**config.mk**
```make
export PLATFORM = sky130hd
export DESIGN_NAME = aea_ram
export DESIGN_NICKNAME = d
export VERILOG_FILES = /design/src/hdl/aea_ram.sv
export SDC_FILE = /design/constraint.sdc
export NUM_CORES = 1
export LEC_CHECK = 0
export BUFFER_PORTS_ARGS = -buffer_cell sky130_fd_sc_hd__buf_2
export CORE_ASPECT_RATIO = 0.8
export CORE_MARGIN = 10
export CORE_UTILIZATION = 60
export CTS_BUF_LIST = sky130_fd_sc_hd__clkbuf_2 sky130_fd_sc_hd__clkbuf_4 sky130_fd_sc_hd__clkbuf_8
export DETAILED_ROUTE_END_ITERATION = 6
export GPL_ROUTABILITY_DRIVEN = 0
export PLACE_DENSITY = 0.78
export SLEW_MARGIN = 10
export SYNTH_ARGS = -nofsm -noshare
export SYNTH_HDL_FRONTEND = slang
export SYNTH_SLANG_ARGS = --single-unit
```
**constraint.sdc**
```tcl
create_clock -name clk -period 5.4 [get_ports clk]
set_clock_uncertainty 0.2 [all_clocks]
set_input_delay 1.08 -clock clk [delete_from_list [all_inputs] [get_ports clk]]
set_output_delay 1.08 -clock clk [all_outputs]
set_load 0.02 [all_outputs]
```
**src/hdl/aea_ram.sv**
```systemverilog
`timescale 1ns / 1ps
// ----------------------------------------------------------------------------
// aea_ram
// Generic single-port-write, single-port-read RAM with registered read.
// ----------------------------------------------------------------------------
module aea_ram #(
  parameter int WIDTH = 8,
  parameter int DEPTH = 16
) (
  input  logic                     clk,
  input  logic                     we,
  input  logic [$clog2(DEPTH)-1:0] waddr,
  input  logic [WIDTH-1:0]         wdata,
  input  logic [$clog2(DEPTH)-1:0] raddr,
  output logic [WIDTH-1:0]         rdata
);

  logic [WIDTH-1:0] mem [DEPTH];

  always_ff @(posedge clk) begin
    if (we) begin
      mem[waddr] <= wdata;
    end
    rdata <= mem[raddr];
  end

endmodule

```
==> impl_metrics.ini <==
[synthesis]
netlist-cell-type-count = 19
syn_area_per_cell_um2 = 22.5
synth_ff_type = edfxtp_1
number_of_cells_produced_by_synthesis = 229
async_reset_ff_frac = 0
netlist_area_um2 = 5150
netlist_top_cells_area = edfxtp_1 75%, mux4_2 7.9%, mux4_1 7.1%
edff_count_synth = 128
yosys.area.top_type = edfxtp_1
ys.warnings.count = 0
synth_most_common_cell = edfxtp_1
ffs_latches_synth = 136
synth-seq-area-share = 0.778
syn-num-nets = 247
post-synth-top-area-fraction = 0.747
yosys-top-cells-count = 128 x edfxtp_1, 18 x mux4_2, 16 x a22oi_1

[routing]
total_wirelength_um = 9800
route.antenna.remaining_nets = 0
viasPerCell = 6.19
drtPass1Iterations = 4
post-route-drc-count = 0
wl_per_cell_um = 25.1
vias = 2416
drt_first_iter_violations = 282

[power_and_ir_drop]
pwr-share-comb = 0.050
power.static_leakage_uw = 0.00192
clockPowerShare = 0.408
power_switching_share = 0.212
power.switching_uw = 464
power.sequential.fraction = 0.542
p_per_area_nw_per_um2 = 379
vdd.ir_drop.worst_mv = 0.247
p_int_uw = 1730

[global_route]
grt_util_all_layers = 0.167
grt_pass1_vias = 2583
grt_first_pass_wirelength_um = 14900
grt_antenna_before_repair = 1
grt_remaining_overflow = 0
grt_start_max_net_pins = 33

[placement]
placed_area_um2 = 5350
dp.final_hpwl_um = 6050
io_buf_count = 25

[floorplanning]
die_x_um = 124
die-area_um2 = 12700
boundaryPins = 26
die-height_um = 103
floorplan.initialDensity = 0.612
core_area_um2 = 8410
floorplan.rows = 30

[timing]
setup_repair_after_global_routing_missed_its_margin = no
timing.max_slew.rel_slack = 0.314
max_freq_ghz = 0.358
actual_slew_at_the_worst_max_slew_pin_ps = 1030
timing.final.hold_violations = 0
timing.final.max_slew_violations = 0
final_period_minus_worst_setup_slack_ps = 2790
fin_setup_tns_ps = 0
setup_viol_count_final = 0
min_period_over_period = 0.517

[clock_tree]
cts_root_buf = clkbuf_8
count_of_h_tree_levels_built_during_cts = 4
worstSkewPairLatency_ps = 430
cts.sinks = 136
cts-root-to-sink-buffers = 2
hold_buffers = 0
cts_buffers = 17
clk_pin_slew_worst_paths_ps = 70
tritoncts = done
cts_resized = 0
post_cts_buffers = 0

[worst_setup_path]
timing_worst_setup_path_type = primary input to register
cp-end-kind = register
worstPathMaxFanout = 32
worstSetupStartpointType = primary input
worst_r2r_startpoint = mem[2][1]
critical_path_required_ps = 5510
r2r.worst_path.cells = 3
r2r_end = rdata[1]
setup.reg_to_reg.worst_slack_ps = 3840
cp_data_arrival_time_ps = 2910

[finish]
diodes = 0
postLayoutCellArea_um2 = 5790
design.final.nets = 283
area.growth.synth_to_final_pct = 12.4
drive_gt1_frac = 0.288

[outcome]
status = completed

[min_path]
hold_start = mem[6][7]
hold_path_depth = 3
worstHoldEndpoint = rdata[7]
hold_path.class = register to register

[flow_run]
drv.max_cap_violation_count = 0
## cells in the final DEF (no fill, tap or decap), types with 2 or more instances in the layout
cell type	count
nand3b_1	2
mux4_2	18
nor2_1	13
nand2_1	9
clkinv_4	3
a22oi_1	16
clkinv_2	4
nor3_2	2
bufinv_16	4
edfxtp_1	128
dfxtp_1	8
buf_2	25
nand2b_1	2
buf_4	2
mux4_1	14
clkbuf_8	17
clkinvlp_4	2
nor3_1	2
## power groups by stage
stage | Combinational, uW | Clock (uW) | Sequential, uW
finish | 110 | 894 | 1190
global route | 118 | 955 | 1190
CTS | 111 | 909 | 1190
detailed placement | 111 | 0 | 1210
global placement | 107 | 0 | 1210
floorplan | 59.9 | 0 | 1220
## how the worst max path moves through the flow
stage,start,cells past startpoint,endpoint
4_1_cts,waddr[2],3,mem[0][1]
2_1_floorplan,waddr[2],2,mem[0][0]
3_5_place_dp,waddr[2],3,mem[0][1]
5_1_grt,raddr[0],4,rdata[0]
6_report,raddr[0],4,rdata[1]
3_3_place_gp,waddr[2],3,mem[0][3]
## per-stage QoR
step                hold slack [ps]  power, uW  utilization  setup slack [ps]  instances
finish                          488       2190        0.688              2610        390
global route                    522       2260        0.688              2530        390
CTS                             488       2210        0.688              2560        390
detailed placement              468       1320        0.636              2100        358
global placement                452       1320        0.636              2090        358
floorplan                       429       1280            -              2630        229
## registers in the layout (all words and copies together) (netlist names)
| signal | flops |
|---|---|
| rdata | 8 |
| mem | 128 |
## final cells by class
type	count	area, um^2
clock buffer	17	234
clock inverter	15	201
fill	531	2620
multi-input combinational	83	1070
sequential	136	4000
tap	112	140
timing repair buffer	27	140
## per-layer routing
| layer | track usage | wire, um |
|---|---|---|
| met2 | 0.255 | 4750 |
| met3 | 0.0575 | 1000 |
| met1 | 0.220 | 3930 |
| met4 | 0.0581 | 111 |
| met5 | 0 | 0 |
## kinds of logic after synthesis
logic type             Yosys count  share of synthesized area
DFF                            136                      0.778
and+or+nand+nor                 35                     0.0318
muxes                           32                      0.150
AOI/OAI and AO/OA               16                     0.0233
buffers and inverters           10                     0.0168
## worst max-delay path: stages
cell	delay [ps]
buf_2	770
mux4_1	680
a22oi_1	280
nand2_1	80
Note: power is estimated with default switching activity, not from simulation.
