## src/hdl/aea_pkg.sv

```systemverilog
`timescale 1ns / 1ps
// ----------------------------------------------------------------------------
// aea_pkg
// Shared types, codes and helpers of the aligned extent allocator.
// ----------------------------------------------------------------------------
package aea_pkg;

  localparam int ADDR_W      = 49;
  localparam int XW          = ADDR_W + 2;   // room for rounding and end sums
  localparam int ENT_W       = 2 * ADDR_W;
  localparam int MAX_EXTENTS = 64;

  localparam logic [ADDR_W-1:0] SIZE_LIMIT = ADDR_W'(1) << 48;

  localparam logic [1:0] OP_INIT  = 2'd0;
  localparam logic [1:0] OP_ALLOC = 2'd1;
  localparam logic [1:0] OP_FREE  = 2'd2;

  localparam logic [1:0] ST_OK      = 2'd0;
  localparam logic [1:0] ST_NO_FIT  = 2'd1;
  localparam logic [1:0] ST_INVALID = 2'd2;
  localparam logic [1:0] ST_FULL    = 2'd3;

  localparam logic [1:0] REG_ALIGN = 2'd0;
  localparam logic [1:0] REG_BASE  = 2'd1;
  localparam logic [1:0] REG_SIZE  = 2'd2;

  localparam logic [4:0] ALIGN_RESET = 5'd12;

  typedef struct packed {
    logic [4:0]        align_log2;
    logic [ADDR_W-1:0] pool_base;
    logic [ADDR_W-1:0] pool_size;
  } cfg_t;

  typedef struct packed {
    logic [ADDR_W-1:0] start;
    logic [ADDR_W-1:0] size;
  } extent_t;

  function automatic logic [XW-1:0] round_up(input logic [XW-1:0] v,
                                             input logic [4:0] al);
    logic [XW-1:0] m;
    m = (XW'(1) << al) - XW'(1);
    return (v + m) & ~m;
  endfunction

endpackage

```

## src/hdl/aea_cfg.sv

```systemverilog
`timescale 1ns / 1ps
// ----------------------------------------------------------------------------
// aea_cfg
// Configuration register file: alignment, pool base and pool size.
// ----------------------------------------------------------------------------
module aea_cfg (
  input  logic                       clk,
  input  logic                       rst,
  input  logic                       cfg_we,
  input  logic [1:0]                 cfg_index,
  input  logic [aea_pkg::ADDR_W-1:0] cfg_data,
  output aea_pkg::cfg_t              cfg
);

  always_ff @(posedge clk) begin
    if (rst) begin
      cfg.align_log2 <= aea_pkg::ALIGN_RESET;
      cfg.pool_base  <= '0;
      cfg.pool_size  <= '0;
    end else if (cfg_we) begin
      unique case (cfg_index)
        aea_pkg::REG_ALIGN: cfg.align_log2 <= cfg_data[4:0];
        aea_pkg::REG_BASE:  cfg.pool_base  <= cfg_data;
        aea_pkg::REG_SIZE:  cfg.pool_size  <= cfg_data;
        default: ;
      endcase
    end
  end

endmodule

```

## config.mk

```make
export PLATFORM = sky130hd
export DESIGN_NAME = aea_cfg
export DESIGN_NICKNAME = d
export VERILOG_FILES = /design/src/hdl/aea_pkg.sv /design/src/hdl/aea_cfg.sv
export SDC_FILE = /design/constraint.sdc
export NUM_CORES = 1
export LEC_CHECK = 0
export ABC_AREA = 0
export BUFFER_PORTS_ARGS = -buffer_cell sky130_fd_sc_hd__buf_2
export CAP_MARGIN = 5
export CELL_PAD_IN_SITES_DETAIL_PLACEMENT = 0
export CELL_PAD_IN_SITES_GLOBAL_PLACEMENT = 1
export CORE_MARGIN = 2
export CORE_UTILIZATION = 37
export DETAILED_ROUTE_END_ITERATION = 8
export HOLD_SLACK_MARGIN = 0.02
export PLACE_DENSITY = 0.75
export SKIP_LAST_GASP = 1
export SLEW_MARGIN = 20
export SYNTH_ARGS = -nofsm -noshare
export SYNTH_HDL_FRONTEND = slang
export SYNTH_SLANG_ARGS = --single-unit
```

## constraint.sdc

```tcl
create_clock -name clk -period 0.9 [get_ports clk]
set_input_delay 0 -clock clk [delete_from_list [all_inputs] [get_ports clk]]
set_output_delay 0 -clock clk [all_outputs]
set_load 0.03 [all_outputs]
```

==> reports/qor.yml <==
worst_setup_path:
  cp_max_fo: 2
  crit_chain: "buf_2"
  start_kind: "register"
  max_stage_delay_ns: 0.34
  required_ns: 0.90
  cp_top_family: "flip-flops"
  critPathBufInv: 1
  critPathLaunch: "cfg[95]$_SDFFE_PP0P_"
  crit_type: "reg -> out"
  worst_path_max_delay_cell: "dfxtp_1"
  cp-end-kind: "output pin"
  r2r_start: "cfg[65]$_SDFFE_PP0P_"
  critPathArrivalTime_ns: 0.88
floorplan:
  start_util_pct: 37.7
  die_area_mm2: 0.0124
  die_x_um: 111
  die_y_um: 111
  ioPinCount: 157
  core_area_mm2: 0.0113
  rows: 39
clock_tree:
  cts_setup_buffers: 0
  clock_latency_ns: 0.34
  cts_tree: "done"
  cts.sinks: 103
  clkTransAtPathRegs_ns: 0.07
  htree_levels: 3
  cts_inserted_buffers: 9
  cts_buffer_depth: 2
  clock-root-buffer: "clkbuf_16"
timing:
  tightest_slew_ns: 0.276
  max-slew-margin-rel_pct: 81.6
  layout_setup_ws_ns: 0.0249
  finClkSkew_ns: 0
  period_needed_ns: 0.875
  setup_viol: 0
  fmax_mhz: 1140
  holdWs_ns: 0.170
  rsz0062_at_grt: "yes"
  hold_violations: 0
  finalCritPeriodShare_pct: 97.2
  drv_slew: 0
final_layout:
  largest_reg_flops: 103
  final_cell_count_no_fill: 746
  regMostFlops: "cfg"
  diodes: 0
  synthToLayoutAreaGrowth_pct: 47.8
  drive_gt1_share_pct: 32.0
  stdcell_area_mm2: 0.00631
  final_net_count: 652
  top_regs: "cfg: 103 flops"
route:
  drc: 0
  drt_iter0_drc: 130
  viasPerCell: 4.49
  first_pass_iters: 4
  postRouteAntennaNets: 0
  wl_per_cell_um: 13.7
  num_vias: 3346
  wl_mm: 10.2
hold_path:
  hp-class: "in -> reg"
  min_from: "cfg_index[1]"
placed_design:
  dp_hpwl_mm: 6.90
  placedCellCount: 681
  port_buffers: 156
  gp_congestion: 0.731
  place_area_mm2: 0.00529
  preCtsSetupSlack_ns: -0.0729
status:
  status: "finished, final reports clean"
power:
  peakVddDrop_mv: 0.894
  p_switching_w: 0.00256
  p_sw_share_pct: 24.9
  power_leakage_nw: 2.98
  p_clk_share_pct: 38.5
  powerDensity_mw_per_mm2: 1630
  power_frac_comb_pct: 14.6
  power.total_w: 0.0103
  p_seq_share_pct: 46.9
  p_int_w: 0.00770
synthesis:
  yosysWarnings: 0
  ys_seq_area_share_pct: 48.3
  syn_nets: 448
  syn_avg_cell_area_um2: 10.8
  ys_types: 13
  ys_ff_latch: 103
  syn_inst: 394
  synth_area_mm2: 0.00427
grt:
  grt_pass1_wl_mm: 16.5
  grt_usage_pct: 16.2
  grt-ovfl-total: 0
  grt_use_met3_pct: 5.66
  antenna_found_initial: 0
  grt_busiest_layer: "met2"
  use_met1_pct: 19.5
  grt_max_degree: 74
  met2_usage_pct: 26.9
  first_global_vias: 3460
flow_run:
  maxCapViolCount: 0
## what timing repair did
item,CTS,global route
hold buffers,49,0
resized for setup,24,97
hold endpoints to repair,102,0
pin swaps,0,0
endpoints found under the setup margin,24,56
## placed cells by master (no fill, tap or decap), types with 4 or more instances in the layout
master,count
mux2i_1,103
buf_6,11
nand2b_1,150
nor2_1,4
clkbuf_4,11
dfxtp_1,100
buf_4,57
clkbuf_16,9
dlygate4sd3_1,49
buf_2,85
buf_12,9
## power groups by stage
stage	registers [W]	clock network [W]	logic, W
finish	0.00481	0.00395	0.00150
global placement	0.00490	0	0.00126
CTS	0.00480	0.00408	0.00146
detailed placement	0.00490	0	0.00128
global route	0.00483	0.00426	0.00161
floorplan	0.00522	0	0.000518
## cell type report
cell class	instances	area, um2
Tap cell	143	179
Clock inverter	6	70.1
Clock buffer	10	239
Multi-Input combinational cell	262	2030
Fill cell	985	5010
Timing Repair Buffer	222	1730
Sequential cell	103	2070
## worst register-to-register path: cells and delay by family (launching register included)
kind	cells	cell delay, ns
AND/OR/NAND/NOR	1	0.07
flip-flops	1	0.37
multiplexers	1	0.13
## synthesized netlist by cell type
cell / n / area (um2)
and3b_1: 2 / 17.5
or3b_1: 1 / 8.76
buf_8: 3 / 45.0
buf_12: 1 / 20.0
clkbuf_2: 1 / 5.00
buf_2: 5 / 25.0
mux2i_1: 103 / 1030
nand3b_1: 2 / 15.0
dfxtp_1: 103 / 2060
buf_4: 4 / 30.0
clkbuf_1: 15 / 56.3
nor2_1: 4 / 15.0
nand2b_1: 150 / 938
## final timing paths
check / to / slack (ns) / cells past startpoint
max: cfg[95] / 0.02 / 1
max reg2reg: cfg[65]$_SDFFE_PP0P_ / 0.25 / 2
min reg2reg: cfg[30]$_SDFFE_PP0P_ / 0.47 / 2
min: cfg[96]$_SDFFE_PP0P_ / 0.17 / 4
## through the flow
step	util (%)	setup TNS, ns
after floorplan	-	0
after global placement	46.7	-0.666
after detailed placement	46.7	-1.81
after CTS	54.3	0
after global routing	55.7	-0.0332
final	55.7	0
## layer usage
metal	wire [um]	part of all wire (%)
met5	0	0
met4	138	1.4
met3	773	7.6
met2	4870	48
met1	4420	43
## logic make-up after synthesis
group,count (synthesis),share of synthesized area (%)
flip-flops,103,48.3
buffers and inverters,29,4.25
multiplexers,103,24.2
AND/OR/NAND/NOR,159,23.3
Note: power is estimated with default switching activity, not from simulation.
